File: config.mk
export PLATFORM = sky130hd
export DESIGN_NAME = eem_receive_deframer_core
export DESIGN_NICKNAME = d
export VERILOG_FILES = /design/src/hw/rtl/eemrx_pkg.sv /design/src/hw/rtl/eem_receive_deframer_core.sv /design/src/hw/rtl/eemrx_parse.sv /design/src/hw/rtl/eemrx_outq.sv
export SDC_FILE = /design/constraint.sdc
export NUM_CORES = 1
export LEC_CHECK = 0
export BUFFER_PORTS_ARGS = -buffer_cell sky130_fd_sc_hd__buf_2
export CORE_UTILIZATION = 45
export DETAILED_ROUTE_END_ITERATION = 7
export PLACE_DENSITY_LB_ADDON = 0.1
export SLEW_MARGIN = 25
export SYNTH_ARGS = -nofsm -noshare
export SYNTH_HDL_FRONTEND = slang
export SYNTH_SLANG_ARGS = --single-unit
export TNS_END_PERCENT = 50
File: constraint.sdc
create_clock -name clock -period 4.45 [get_ports clock]
set_input_delay 1.335 -clock clock [delete_from_list [all_inputs] [get_ports clock]]
set_output_delay 1.335 -clock clock [all_outputs]
set_load 0.005 [all_outputs]
File: src/hw/rtl/eemrx_pkg.sv
// ----------------------------------------------------------------------------
// eemrx_pkg
// Shared types and constants for the EEM receive deframer.
// ----------------------------------------------------------------------------
package eemrx_pkg;

   localparam int unsigned CRC_FIELD_BYTES = 4;
   localparam int unsigned CMD_LEN_W       = 11;
   localparam int unsigned DATA_LEN_W      = 14;
   localparam int unsigned OUTQ_DEPTH      = 4;
   localparam int unsigned OUTQ_PTR_W      = $clog2(OUTQ_DEPTH);
   localparam int unsigned OUTQ_CNT_W      = $clog2(OUTQ_DEPTH + 1);

   localparam logic [DATA_LEN_W-1:0] CRC_LEN = DATA_LEN_W'(CRC_FIELD_BYTES);

   typedef enum logic [1:0] {
      KIND_PAYLOAD = 2'd0,
      KIND_DONE    = 2'd1,
      KIND_ABORT   = 2'd2,
      KIND_BAD_LEN = 2'd3
   } kind_type;

   typedef enum logic [4:0] {
      PH_HDR_LO  = 5'b00001,
      PH_HDR_HI  = 5'b00010,
      PH_CMD     = 5'b00100,
      PH_DATA    = 5'b01000,
      PH_DISCARD = 5'b10000
   } phase_type;

   typedef struct packed {
      logic [7:0] rx_byte;
      logic       buffer_end;
   } req_type;

   typedef struct packed {
      logic [7:0] payload_byte;
      kind_type   kind;
      logic       frame_start;
      logic       run_last;
   } rsp_type;

   typedef struct packed {
      logic    v0;
      logic    v1;
      rsp_type r0;
      rsp_type r1;
   } pair_type;

   function automatic rsp_type make_rsp(logic [7:0] data, kind_type kind, logic start);
      rsp_type r;
      r.payload_byte = data;
      r.kind         = kind;
      r.frame_start  = start;
      r.run_last     = 1'b0;
      return r;
   endfunction

endpackage

File: src/hw/rtl/eem_receive_deframer_core.sv
// ----------------------------------------------------------------------------
// eem_receive_deframer_core
// EEM receive deframer: USB buffer bytes in, Ethernet payload and status out.
// ----------------------------------------------------------------------------
// One received byte is taken per beat and parsed while it sits in the input
// register, so a byte can be accepted every cycle if not held. A byte yields at
// most two results (payload then frame complete or aborted) and the result
// channel drains one per beat through a four-entry queue; parsing a byte waits
// until that queue has room for two, which sets the sustained rate to one byte
// per cycle unless results pile up at two per byte.
module eem_receive_deframer_core (
   input  logic               clock,
   input  logic               reset,
   input  logic               req_valid,
   output logic               req_ready,
   input  eemrx_pkg::req_type req_payload,
   output logic               rsp_valid,
   input  logic               rsp_ready,
   output eemrx_pkg::rsp_type rsp_payload
);
   import eemrx_pkg::*;

   logic     in_vld_ff, in_vld_in;
   req_type  in_ff;
   logic     fire;
   logic     space;
   pair_type pair;

   assign fire      = in_vld_ff && space;
   assign req_ready = !in_vld_ff || fire;
   assign in_vld_in = (req_valid && req_ready) || (in_vld_ff && !fire);

   always_ff @(posedge clock) begin
      if (reset) begin
         in_vld_ff <= 1'b0;
      end else begin
         in_vld_ff <= in_vld_in;
      end
   end

   always_ff @(posedge clock) begin
      if (req_valid && req_ready) begin
         in_ff <= req_payload;
      end
   end

   eemrx_parse u_parse (
      .clock (clock),
      .reset (reset),
      .fire  (fire),
      .beat  (in_ff),
      .pair  (pair)
   );

   eemrx_outq u_outq (
      .clock       (clock),
      .reset       (reset),
      .push        (fire),
      .pair        (pair),
      .space       (space),
      .rsp_valid   (rsp_valid),
      .rsp_ready   (rsp_ready),
      .rsp_payload (rsp_payload)
   );

   a_status_ends_run : assert property (@(posedge clock) disable iff (reset)
      rsp_valid && rsp_payload.kind != KIND_PAYLOAD |-> rsp_payload.run_last)
      else $error("status result not marked last of its run");

   a_start_is_payload : assert property (@(posedge clock) disable iff (reset)
      rsp_valid && rsp_payload.frame_start |-> rsp_payload.kind == KIND_PAYLOAD)
      else $error("frame start on non-payload result");

   a_pair_order : assert property (@(posedge clock) disable iff (reset)
      fire && pair.v1 |-> pair.v0 && pair.r0.kind == KIND_PAYLOAD)
      else $error("second result without a leading payload byte");

   a_held_beat : assert property (@(posedge clock) disable iff (reset)
      in_vld_ff && !fire |=> in_vld_ff && $stable(in_ff))
      else $error("stalled input beat lost or changed");

endmodule

File: src/hw/rtl/eemrx_parse.sv
// ----------------------------------------------------------------------------
// eemrx_parse
// Header parser and packet state; turns one beat into up to two results.
// ----------------------------------------------------------------------------
module eemrx_parse (
   input  logic               clock,
   input  logic               reset,
   input  logic               fire,
   input  eemrx_pkg::req_type beat,
   output eemrx_pkg::pair_type pair
);
   import eemrx_pkg::*;

   phase_type             phase_ff, phase_in;
   logic [7:0]            hlo_ff, hlo_in;
   logic [DATA_LEN_W-1:0] left_ff, left_in;
   logic                  first_ff, first_in;

   logic [15:0]           hdr;
   logic [DATA_LEN_W-1:0] left_dec;
   logic                  pay;
   logic                  term;
   kind_type              term_kind;

   assign hdr      = {beat.rx_byte, hlo_ff};
   assign left_dec = left_ff - DATA_LEN_W'(1);
   assign pay      = left_ff > CRC_LEN;

   always_comb begin
      term      = 1'b0;
      term_kind = KIND_DONE;
      if (left_dec == '0) begin
         term = 1'b1;
      end else if (beat.buffer_end) begin
         term      = 1'b1;
         term_kind = KIND_ABORT;
      end
   end

   always_comb begin
      phase_in = phase_ff;
      hlo_in   = hlo_ff;
      left_in  = left_ff;
      first_in = first_ff;
      pair     = '0;
      case (phase_ff)
         PH_HDR_LO: begin
            hlo_in   = beat.rx_byte;
            phase_in = beat.buffer_end ? PH_HDR_LO : PH_HDR_HI;
         end
         PH_HDR_HI: begin
            phase_in = PH_HDR_LO;
            if (hdr != 16'h0000) begin
               if (hdr[15]) begin
                  if (hdr[CMD_LEN_W-1:0] != '0 && !beat.buffer_end) begin
                     left_in  = DATA_LEN_W'(hdr[CMD_LEN_W-1:0]);
                     phase_in = PH_CMD;
                  end
               end else if (hdr[DATA_LEN_W-1:0] <= CRC_LEN) begin
                  pair.v0 = 1'b1;
                  pair.r0 = make_rsp(8'h00, KIND_BAD_LEN, 1'b0);
                  if (!beat.buffer_end) begin
                     phase_in = PH_DISCARD;
                  end
               end else if (!beat.buffer_end) begin
                  left_in  = hdr[DATA_LEN_W-1:0];
                  first_in = 1'b1;
                  phase_in = PH_DATA;
               end
            end
         end
         PH_CMD: begin
            left_in = left_dec;
            if (left_dec == '0 || beat.buffer_end) begin
               phase_in = PH_HDR_LO;
            end
         end
         PH_DATA: begin
            left_in = left_dec;
            if (term) begin
               phase_in = PH_HDR_LO;
            end
            if (pay) begin
               first_in = 1'b0;
               pair.v0  = 1'b1;
               pair.r0  = make_rsp(beat.rx_byte, KIND_PAYLOAD, first_ff);
               if (term) begin
                  pair.v1 = 1'b1;
                  pair.r1 = make_rsp(8'h00, term_kind, 1'b0);
               end
            end else if (term) begin
               pair.v0 = 1'b1;
               pair.r0 = make_rsp(8'h00, term_kind, 1'b0);
            end
         end
         PH_DISCARD: begin
            if (beat.buffer_end) begin
               phase_in = PH_HDR_LO;
            end
         end
         default: begin
            phase_in = PH_HDR_LO;
         end
      endcase
      if (pair.v1) begin
         pair.r1.run_last = 1'b1;
      end else if (pair.v0) begin
         pair.r0.run_last = 1'b1;
      end
   end

   always_ff @(posedge clock) begin
      if (reset) begin
         phase_ff <= PH_HDR_LO;
         hlo_ff   <= '0;
         left_ff  <= '0;
         first_ff <= 1'b0;
      end else if (fire) begin
         phase_ff <= phase_in;
         hlo_ff   <= hlo_in;
         left_ff  <= left_in;
         first_ff <= first_in;
      end
   end

endmodule

File: src/hw/rtl/eemrx_outq.sv
// ----------------------------------------------------------------------------
// eemrx_outq
// Small result queue: takes up to two results a cycle, drains one a beat.
// ----------------------------------------------------------------------------
module eemrx_outq (
   input  logic                clock,
   input  logic                reset,
   input  logic                push,
   input  eemrx_pkg::pair_type pair,
   output logic                space,
   output logic                rsp_valid,
   input  logic                rsp_ready,
   output eemrx_pkg::rsp_type  rsp_payload
);
   import eemrx_pkg::*;

   rsp_type               ent_ff [OUTQ_DEPTH];
   logic [OUTQ_PTR_W-1:0] wr_ptr_ff, wr_ptr_in;
   logic [OUTQ_PTR_W-1:0] rd_ptr_ff, rd_ptr_in;
   logic [OUTQ_CNT_W-1:0] count_ff, count_in;
   logic [OUTQ_CNT_W-1:0] n_push;
   logic [OUTQ_PTR_W-1:0] wr_ptr_nxt;
   logic                  pop;

   assign pop         = rsp_valid && rsp_ready;
   assign rsp_valid   = count_ff != '0;
   assign rsp_payload = ent_ff[rd_ptr_ff];
   assign space       = count_ff <= OUTQ_CNT_W'(OUTQ_DEPTH - 2);
   assign wr_ptr_nxt  = wr_ptr_ff + OUTQ_PTR_W'(1);

   always_comb begin
      n_push = '0;
      if (push) begin
         n_push = OUTQ_CNT_W'(pair.v0) + OUTQ_CNT_W'(pair.v1);
      end
      wr_ptr_in = wr_ptr_ff + OUTQ_PTR_W'(n_push);
      rd_ptr_in = rd_ptr_ff + OUTQ_PTR_W'(pop);
      count_in  = count_ff + n_push - OUTQ_CNT_W'(pop);
   end

   always_ff @(posedge clock) begin
      if (push && pair.v0) begin
         ent_ff[wr_ptr_ff] <= pair.r0;
      end
      if (push && pair.v1) begin
         ent_ff[wr_ptr_nxt] <= pair.r1;
      end
   end

   always_ff @(posedge clock) begin
      if (reset) begin
         wr_ptr_ff <= '0;
         rd_ptr_ff <= '0;
         count_ff  <= '0;
      end else begin
         wr_ptr_ff <= wr_ptr_in;
         rd_ptr_ff <= rd_ptr_in;
         count_ff  <= count_in;
      end
   end

endmodule
==> results of run 1 <==
-- layer usage --
metal  up-vias  global-route usage
li1       2077                   -
met1      2178               0.370
met2       175               0.378
met3        19              0.0482
met4         0              0.0744
met5         -                   0
-- Yosys cell counts (6+ instances only) --
master	count	area (um^2)
buf_1	6	22.5
nand4_1	21	131
o31ai_1	20	150
dfxtp_1	72	1440
nor2_1	34	128
edfxtp_1	21	631
nor3_1	16	80.1
inv_1	15	56.3
nand2_1	44	165
ha_1	9	113
clkbuf_1	25	93.8
and3_1	9	56.3
o22ai_1	6	37.5
or3_1	7	43.8
nand3_1	9	45.0
a21boi_0	6	45.0
or4_1	6	45.0
a21oi_1	43	215
and2_1	7	43.8
o31a_1	9	78.8
nor4_1	15	93.8
xnor2_1	7	61.3
o21ai_0	22	110
mux4_2	12	270
mux2i_1	19	190
-- logic make-up (layout without fill, tap and decap cells) --
kind of cell,count (synthesis),count (layout),synth area share
AOI/OAI and AO/OA,146,146,0.193
buffers and inverters,55,71,0.0465
and+or+nand+nor,194,194,0.207
xor gates and xnor gates,10,10,0.0173
muxes,35,35,0.100
adders and majority gates,10,10,0.0262
DFF,93,93,0.410
-- path summary, 6_finish.rpt --
path	start	endpoint
worst min-delay path	u_outq.ent_ff[2][5]	u_outq.ent_ff[2][5]
worst min register to register	u_outq.ent_ff[2][5]	u_outq.ent_ff[2][5]
worst max-delay path	u_parse.left_ff[0]	u_outq.count_ff[2]
worst max register to register	u_parse.left_ff[0]	u_outq.count_ff[2]
-- area by class of cell --
cell class | instances | share of cell area
Clock buffer | 9 | 0.0225
Timing Repair Buffer | 40 | 0.0427
Tap cell | 140 | 0.0318
Inverter | 15 | 0.0102
Clock inverter | 7 | 0.0161
Multi-Input combinational cell | 395 | 0.500
Sequential cell | 93 | 0.376
-- layout by cell type (no fill, tap or decap), types with 12 or more instances in the layout --
master     n
mux4_2    12
buf_2     26
nor4_1    15
edfxtp_1  21
nor2_1    34
o31ai_1   20
o21ai_0   22
a21oi_1   43
nand2_1   44
buf_4     14
dfxtp_1   71
nor3_1    15
nand4_1   21
inv_1     15
mux2i_1   19
-- sequential cells by signal, indices dropped and copies added, names as in the netlist --
register,flops
in_ff,9
u_outq.wr_ptr_ff,2
in_vld_ff,1
u_parse.left_ff,14
u_outq.count_ff,3
u_parse.first_ff,1
u_parse.phase_ff,5
u_outq.rd_ptr_ff,2
u_outq.ent_ff,48
u_parse.hlo_ff,8
-- power by group through the flow --
stage | combinational (mW) | clock (mW) | sequential (mW)
floorplan | 0.260 | 0 | 0.944
global placement | 0.312 | 0 | 0.993
detailed placement | 0.319 | 0 | 0.998
CTS | 0.320 | 0.631 | 0.978
finish | 0.317 | 0.618 | 0.978
global route | 0.355 | 0.665 | 0.988
-- through the flow --
step                setup WS, ps  instance area [um^2]  utilization  power, mW  cells
finish                       446                  5510        0.506       1.91    699
global route                 162                  5510        0.506       2.01    699
CTS                          463                  5510        0.506       1.93    699
detailed placement           496                  5290        0.486       1.32    683
global placement             578                  5290        0.486       1.31    683
floorplan                    564                  5050            -       1.20    543
-- critical path, stage by stage (launching register included) --
cell	delay [ps]
dfxtp_1	380
inv_1	80
ha_1	280
or4b_1	580
nor3_1	400
xnor2_1	380
a21boi_2	130
nor2_1	240
ha_1	180
nand2_1	80
ha_1	290
inv_1	50
fa_1	430
xor2_1	180
xnor2_1	130
nor2_1	50
==> flow_summary.json, run 1 <==
{
  "status": "completed",
  "grt_pass1_wl_um": 22400,
  "max-vdd-ir-drop_uv": 340,
  "switching_power_mw": 0.542,
  "sw_frac_of_total": 0.283,
  "grt_setup_unrepaired": "false",
  "drt-initial-drc-count": 455,
  "power_density_nw_per_um2": 347,
  "max_freq_ghz": 0.250,
  "ff2ff_path_depth": 15,
  "yosys_warnings": 0,
  "fin_nets": 577,
  "drv_slew": 0,
  "power_frac_comb": 0.165,
  "gr-usage-all-layers": 0.253,
  "overflow": 0,
  "synth-seq-cells": 93,
  "routabilityCongestion": 0.891,
  "clockPowerShare": 0.323,
  "met2_length_um": 6110,
  "worst_pin_slew_ps": 813,
  "reg2reg_slack_ps": 450,
  "slew_headroom": 0.457,
  "seqPwrFrac": 0.511,
  "drive_above_1_share": 0.148,
  "p_leak_nw": 2.06,
  "synth-seq-area-share": 0.410,
  "worst_ep_arrival_time_ps": 4230,
  "ctsResizeCount": 0,
  "clk_latency_ps": 380,
  "finalCritPeriodShare": 0.900,
  "finalCriticalPeriod_ps": 4000,
  "antenna_found_initial": 0,
  "hold_path_class": "flip-flop to flip-flop",
  "grt_pass1_vias": 4127,
  "power.internal_mw": 1.37,
  "syn_inst": 543,
  "wl_per_cell_um": 19.8,
  "clockRootBuffer": "clkbuf_8",
  "diodes": 0,
  "multi_input_area_um2": 2760,
  "routed-wl-met3_um": 1000,
  "cts_inserted_buffers": 9,
  "setup_viol": 0,
  "fin_hold_ws_ps": 464,
  "cts_tree": "yes",
  "synth_edf_count": 21,
  "setup.worst_path.class": "flip-flop to flip-flop",
  "timing.max_cap.violations": 0,
  "skew_ps": 15.9,
  "cp_data_required_time_ps": 4680,
  "clkSlewWorstSetupHoldPaths_ps": 90,
  "postCtsSetupBuffers": 0,
  "ios": 27,
  "async_flop_share": 0,
  "cts_htree_levels": 3,
  "vias_per_cell": 6.36,
  "synth.cell_area_um2": 5050,
  "wl_met1_um": 6510,
  "start_util": 0.464,
  "syn-num-nets": 566,
  "n_fill_cell": 1059,
  "num_rows": 38,
  "die_y_um": 108,
  "place_hpwl_um": 9570,
  "synth.avg_cell_area_um2": 9.31,
  "routed-via-count": 4449,
  "clk_path_buf_depth": 2,
  "portBuffers": 26,
  "drtPass1Iterations": 5,
  "synth_ff_type": "dfxtp_1",
  "finalHoldViolations": 0,
  "area_delta_synth_final_pct": 8.99,
  "grt_max_degree": 38,
  "dr.max_layer_used": "met4",
  "postCtsHoldBufs": 0,
  "wirelength_um": 13800,
  "critPathLaunchType": "flip-flop",
  "die_w_um": 108,
  "cts_sinks": 93,
  "ant_nets": 0,
  "end_kind": "flip-flop",
  "ys_types": 66,
  "dieArea_um2": 11700,
  "seqCellArea_um2": 2070,
  "route.detailed.drc": 0,
  "core_area_um2": 10900,
  "cp_max_fo": 8,
  "min_path_cells": 2,
  "fin_setup_tns_ps": 0
}
No activity file was read; power rests on OpenSTA's default activity.
==> run 2: changes to the inputs <==
clock period = 3.7 ns   (was 4.45 ns; I/O delays follow)
==> run 2 against run 1 <==
  * Maximum frequency grew 16%
  * Clock power grew 8.1%
  * Count of clock-buffer cells in the layout grew 3
  * Sequential power grew 16%
  * Combinational power grew 39%
  * Final area grew 3.0%
  * Critical path depth shrank 2
  * Register-to-register slack lost 210 ps
  * First-iteration DRC count shrank 33%
  * Critical endpoint unchanged
  * Largest cell class unchanged
  * Largest power group unchanged
==> flow_summary.json, run 2 (same netlist as run 1, synthesis figures left out) <==
{
  "routabilityCongestion": 0.908,
  "cts_htree_levels": 3,
  "critPathLaunchType": "flip-flop",
  "grt_pass1_wl_um": 22700,
  "n_fill_cell": 1038,
  "antenna_found_initial": 0,
  "max_freq_ghz": 0.289,
  "die_w_um": 108,
  "clk_latency_ps": 370,
  "drive_above_1_share": 0.188,
  "fin_setup_tns_ps": 0,
  "wirelength_um": 14100,
  "max-vdd-ir-drop_uv": 334,
  "worst_ep_arrival_time_ps": 3700,
  "area_delta_synth_final_pct": 12.2,
  "largest_register_ffs": 48,
  "final_cell_area_um2": 5670,
  "skew_ps": 10.2,
  "cts_sinks": 93,
  "ff2ff_path_depth": 13,
  "clockPowerShare": 0.298,
  "fin_nets": 598,
  "dpl_cell_area_um2": 5430,
  "place_hpwl_um": 9820,
  "vias_per_cell": 6.27,
  "num_rows": 38,
  "grt_pass1_vias": 4211,
  "diodes": 0,
  "end_kind": "flip-flop",
  "seqPwrFrac": 0.504,
  "timing.max_cap.violations": 0,
  "ant_nets": 0,
  "hold_path_end": "u_outq.ent_ff[2][4]",
  "regMostFlops": "u_outq.ent_ff",
  "cts_inserted_buffers": 9,
  "dp_slack_ps": 7.72,
  "cp_data_required_time_ps": 3940,
  "postCtsHoldBufs": 0,
  "setup.worst_path.class": "flip-flop to flip-flop",
  "clockRootBuffer": "clkbuf_8",
  "cts_tree": "yes",
  "grt_max_degree": 38,
  "finalHoldViolations": 0,
  "finalCritPeriodShare": 0.935,
  "layout_commonest_cell": "dfxtp_1",
  "sw_frac_of_total": 0.284,
  "fin_hold_ws_ps": 462,
  "clk_path_buf_depth": 2,
  "finalCriticalPeriod_ps": 3460,
  "routed-via-count": 4517,
  "gr-usage-all-layers": 0.254,
  "wl_per_cell_um": 19.5,
  "cp_max_fo": 6,
  "core_area_um2": 10900,
  "timing.rr.end": "u_outq.count_ff[2]",
  "dieArea_um2": 11700,
  "switching_power_mw": 0.636,
  "worst_slack_ps": 241,
  "multi_input_area_um2": 2790,
  "start_util": 0.464,
  "slew_headroom": 0.436,
  "power.internal_mw": 1.60,
  "power_density_nw_per_um2": 395,
  "seqCellArea_um2": 2070,
  "r2r_start": "in_ff[4]",
  "drtPass1Iterations": 5,
  "min_from": "u_outq.ent_ff[2][4]",
  "reg2reg_slack_ps": 240,
  "drv_slew": 0,
  "power_frac_comb": 0.197,
  "fin_util": 0.521,
  "ios": 27,
  "setup_viol": 0,
  "layout_common_cells": "70 x dfxtp_1, 44 x nand2_1, 43 x a21oi_1",
  "clkSlewWorstSetupHoldPaths_ps": 90,
  "hold_path_class": "flip-flop to flip-flop",
  "drt-initial-drc-count": 305,
  "top_regs": "u_outq.ent_ff: 48 flops, u_parse.left_ff: 14 flops, in_ff: 9 flops",
  "die_y_um": 108,
  "portBuffers": 26,
  "overflow": 0,
  "route.detailed.drc": 0,
  "worst_pin_slew_ps": 842,
  "p_leak_nw": 2.15,
  "min_path_cells": 2,
  "status": "completed"
}
[run 2: worst max-delay path, cell delays in order (launching register included)]
cell,delay [ps]
edfxtp_1,480
nor4_1,400
nand4_1,250
or3_4,410
a22o_1,270
nor2_2,140
ha_1,170
nand2_1,80
ha_1,290
inv_1,50
fa_1,430
xor2_1,170
xnor2_1,130
nor2_1,50
[run 2: routing by layer]
metal | vias up | routed length, um | global-route usage
li1 | 2124 | - | -
met1 | 2195 | 6530 | 0.368
met2 | 178 | 6490 | 0.386
met3 | 20 | 890 | 0.0446
met4 | 0 | 163 | 0.0724
met5 | - | 0 | 0
[run 2: cell type report]
| class | count | area share |
|---|---|---|
| Timing Repair Buffer | 61 | 0.0693 |
| Tap cell | 140 | 0.0309 |
| Sequential cell | 93 | 0.366 |
| Inverter | 15 | 0.00993 |
| Multi-Input combinational cell | 395 | 0.492 |
| Clock inverter | 4 | 0.00838 |
| Clock buffer | 12 | 0.0238 |
[run 2: power groups by stage]
stage / clock network [mW] / registers [mW] / logic (mW)
after floorplan: 0 / 1.14 / 0.315
after global placement: 0 / 1.15 / 0.443
after detailed placement: 0 / 1.15 / 0.446
after CTS: 0.686 / 1.13 / 0.448
after global routing: 0.728 / 1.14 / 0.507
final: 0.668 / 1.13 / 0.442
[run 2: how the worst max path moves through the flow]
stage / endpoint / depth (start not counted) / start / slack (ps)
4_1_cts: u_outq.count_ff[2] / 16 / u_parse.left_ff[1] / 70
2_1_floorplan: u_outq.count_ff[2] / 17 / u_parse.left_ff[0] / 6
5_1_grt: u_outq.count_ff[2] / 16 / u_parse.left_ff[1] / -20
3_3_place_gp: u_outq.count_ff[2] / 16 / u_parse.left_ff[1] / 110
6_report: u_outq.count_ff[2] / 13 / in_ff[4] / 240
3_5_place_dp: u_outq.count_ff[2] / 16 / u_parse.left_ff[1] / 8
[run 2: through the flow]
stage | cells | power [mW]
after global routing | 720 | 2.37
final | 720 | 2.24
after CTS | 716 | 2.26
after global placement | 700 | 1.59
after floorplan | 543 | 1.45
after detailed placement | 700 | 1.60
[run 2: timing repair]
action,CTS,global route
pin swaps,0,4
resized for setup,1,6
endpoints found under the setup margin,1,1
buffers inserted,0,4
endpoints found under the hold margin,0,0
==> run 3: changes to the inputs <==
CORE_UTILIZATION = 35   (was 45)
clock period = 3.5 ns   (was 3.7 ns; I/O delays follow)
==> run 3 against run 2 <==
  * Sequential cell count unchanged
  * Count of clock-buffer cells in the layout shrank 2
  * Cell count is 7.6% higher
  * Core utilization down 9.3 points
==> flow_summary.json, run 3 (same netlist as run 1, synthesis figures left out) <==
{
  "cp_max_fo": 5,
  "dieArea_um2": 14900,
  "layout_common_cells": "70 x dfxtp_1, 50 x buf_4, 43 x a21oi_1",
  "start_util": 0.361,
  "core_area_um2": 14000,
  "seqCellArea_um2": 2070,
  "placed_cells": 754,
  "routabilityCongestion": 0.881,
  "fin_hold_ws_ps": 460,
  "max-vdd-ir-drop_uv": 261,
  "die_w_um": 122,
  "finalHoldViolations": 0,
  "layout_commonest_cell": "dfxtp_1",
  "grt_pass1_wl_um": 23800,
  "drtPass1Iterations": 5,
  "drt-initial-drc-count": 324,
  "top_regs": "u_outq.ent_ff: 48 flops, u_parse.left_ff: 14 flops, in_ff: 9 flops",
  "portBuffers": 26,
  "finalCriticalPeriod_ps": 3340,
  "ff2ff_path_depth": 14,
  "timing.max_cap.violations": 0,
  "max_freq_ghz": 0.300,
  "n_fill_cell": 1408,
  "die_y_um": 122,
  "num_rows": 43,
  "worst_ep_arrival_time_ps": 3550,
  "wirelength_um": 15000,
  "area_delta_synth_final_pct": 18.4,
  "vias_per_cell": 5.76,
  "grt_max_degree": 38,
  "drive_above_1_share": 0.230,
  "r2r_start": "u_parse.left_ff[1]",
  "hold_path_class": "flip-flop to flip-flop",
  "routed-via-count": 4463,
  "cts_inserted_buffers": 9,
  "dp_slack_ps": -78.3,
  "antenna_found_initial": 0,
  "wl_per_cell_um": 19.4,
  "cts_tree": "yes",
  "ant_nets": 0,
  "min_path_cells": 2,
  "grt_setup_unrepaired": "false",
  "setup_viol": 0,
  "route.detailed.drc": 0,
  "layout.cells.non_filler": 775,
  "gr-usage-all-layers": 0.212,
  "end_kind": "flip-flop",
  "cts_htree_levels": 3,
  "diodes": 0,
  "cts_sinks": 93,
  "skew_ps": 8.53,
  "critPathLaunchType": "flip-flop",
  "ios": 27,
  "p_leak_nw": 2.27,
  "clk_latency_ps": 360,
  "drv_slew": 0,
  "setup.worst_path.start": "u_parse.left_ff[1]",
  "grt_pass1_vias": 4296,
  "clockRootBuffer": "clkbuf_16",
  "slew_headroom": 0.447,
  "postCtsHoldBufs": 0,
  "setup.worst_path.class": "flip-flop to flip-flop",
  "overflow": 0,
  "min_from": "u_outq.ent_ff[2][4]",
  "clk_path_buf_depth": 2,
  "clkSlewWorstSetupHoldPaths_ps": 70,
  "regMostFlops": "u_outq.ent_ff",
  "cp_data_required_time_ps": 3720,
  "status": "completed",
  "place_hpwl_um": 10500,
  "fin_nets": 613,
  "worst_slack_ps": 162,
  "worst_pin_slew_ps": 829,
  "multi_input_area_um2": 2840,
  "power_density_nw_per_um2": 443,
  "finalCritPeriodShare": 0.954,
  "largest_register_ffs": 48
}
==> run 3: cell count changes in the layout (fill, tap and decap cells not counted), moves of 3 or more <==
cell / change
buf_4: +15
clkbuf_1: -3
clkbuf_16: +9
clkbuf_8: -8
==> run 3: layout make-up <==
type	count	share of cell area
multi-input cells	395	0.474
clock inverters	6	0.00773
clock buffers	10	0.0399
flip-flops and latches	93	0.347
inverters	15	0.00941
well taps	180	0.0376
repair buffers	76	0.0844
==> run 3: through the flow <==
step | power [mW] | setup TNS, ps | utilization | cell area (um^2)
6_report | 2.65 | 0 | 0.428 | 5990
5_1_grt | 2.78 | 0 | 0.428 | 5990
4_1_cts | 2.67 | 0 | 0.423 | 5910
3_5_place_dp | 1.71 | -78.3 | 0.402 | 5620
3_3_place_gp | 1.70 | 0 | 0.402 | 5620
2_1_floorplan | 1.54 | 0 | - | 5130
==> run 3: what timing repair did <==
action                                 CTS  global route
setup endpoints to repair                1             2
resized for setup                        1             8
buffers inserted                         0             5
pin swaps                                0            11
endpoints found under the hold margin    0             0
==> run 3: worst paths after layout <==
kind | slack, ps | to
hold reg to reg | 460 | u_outq.ent_ff[2][4]
setup / recovery | 160 | u_outq.count_ff[2]
hold / removal | 460 | u_outq.ent_ff[2][4]
setup reg to reg | 160 | u_outq.count_ff[2]
==> run 3: critical path, cell delays in order, from the launching register on <==
cell	delay, ps
dfxtp_2	330
inv_2	70
ha_4	150
or4b_4	510
or3_4	360
and4_4	190
a21boi_2	220
nor2_4	70
ha_1	290
nor2_1	70
ha_2	210
fa_2	400
xor2_2	150
xnor2_1	150
nor2_1	50
==> run 3: metal layers <==
layer	global-route usage	vias up	wire length (um)	share of wire
li1	-	2159	-	-
met2	0.305	115	6540	0.44
met5	0	-	0	0
met1	0.311	2166	7470	0.50
met3	0.0337	23	661	0.044
met4	0.0884	0	329	0.022
==> run 3: report_power, final <==
part | switching, mW | internal [mW]
Sequential | 0.0481 | 1.14
Combinational | 0.271 | 0.237
Clock | 0.450 | 0.505
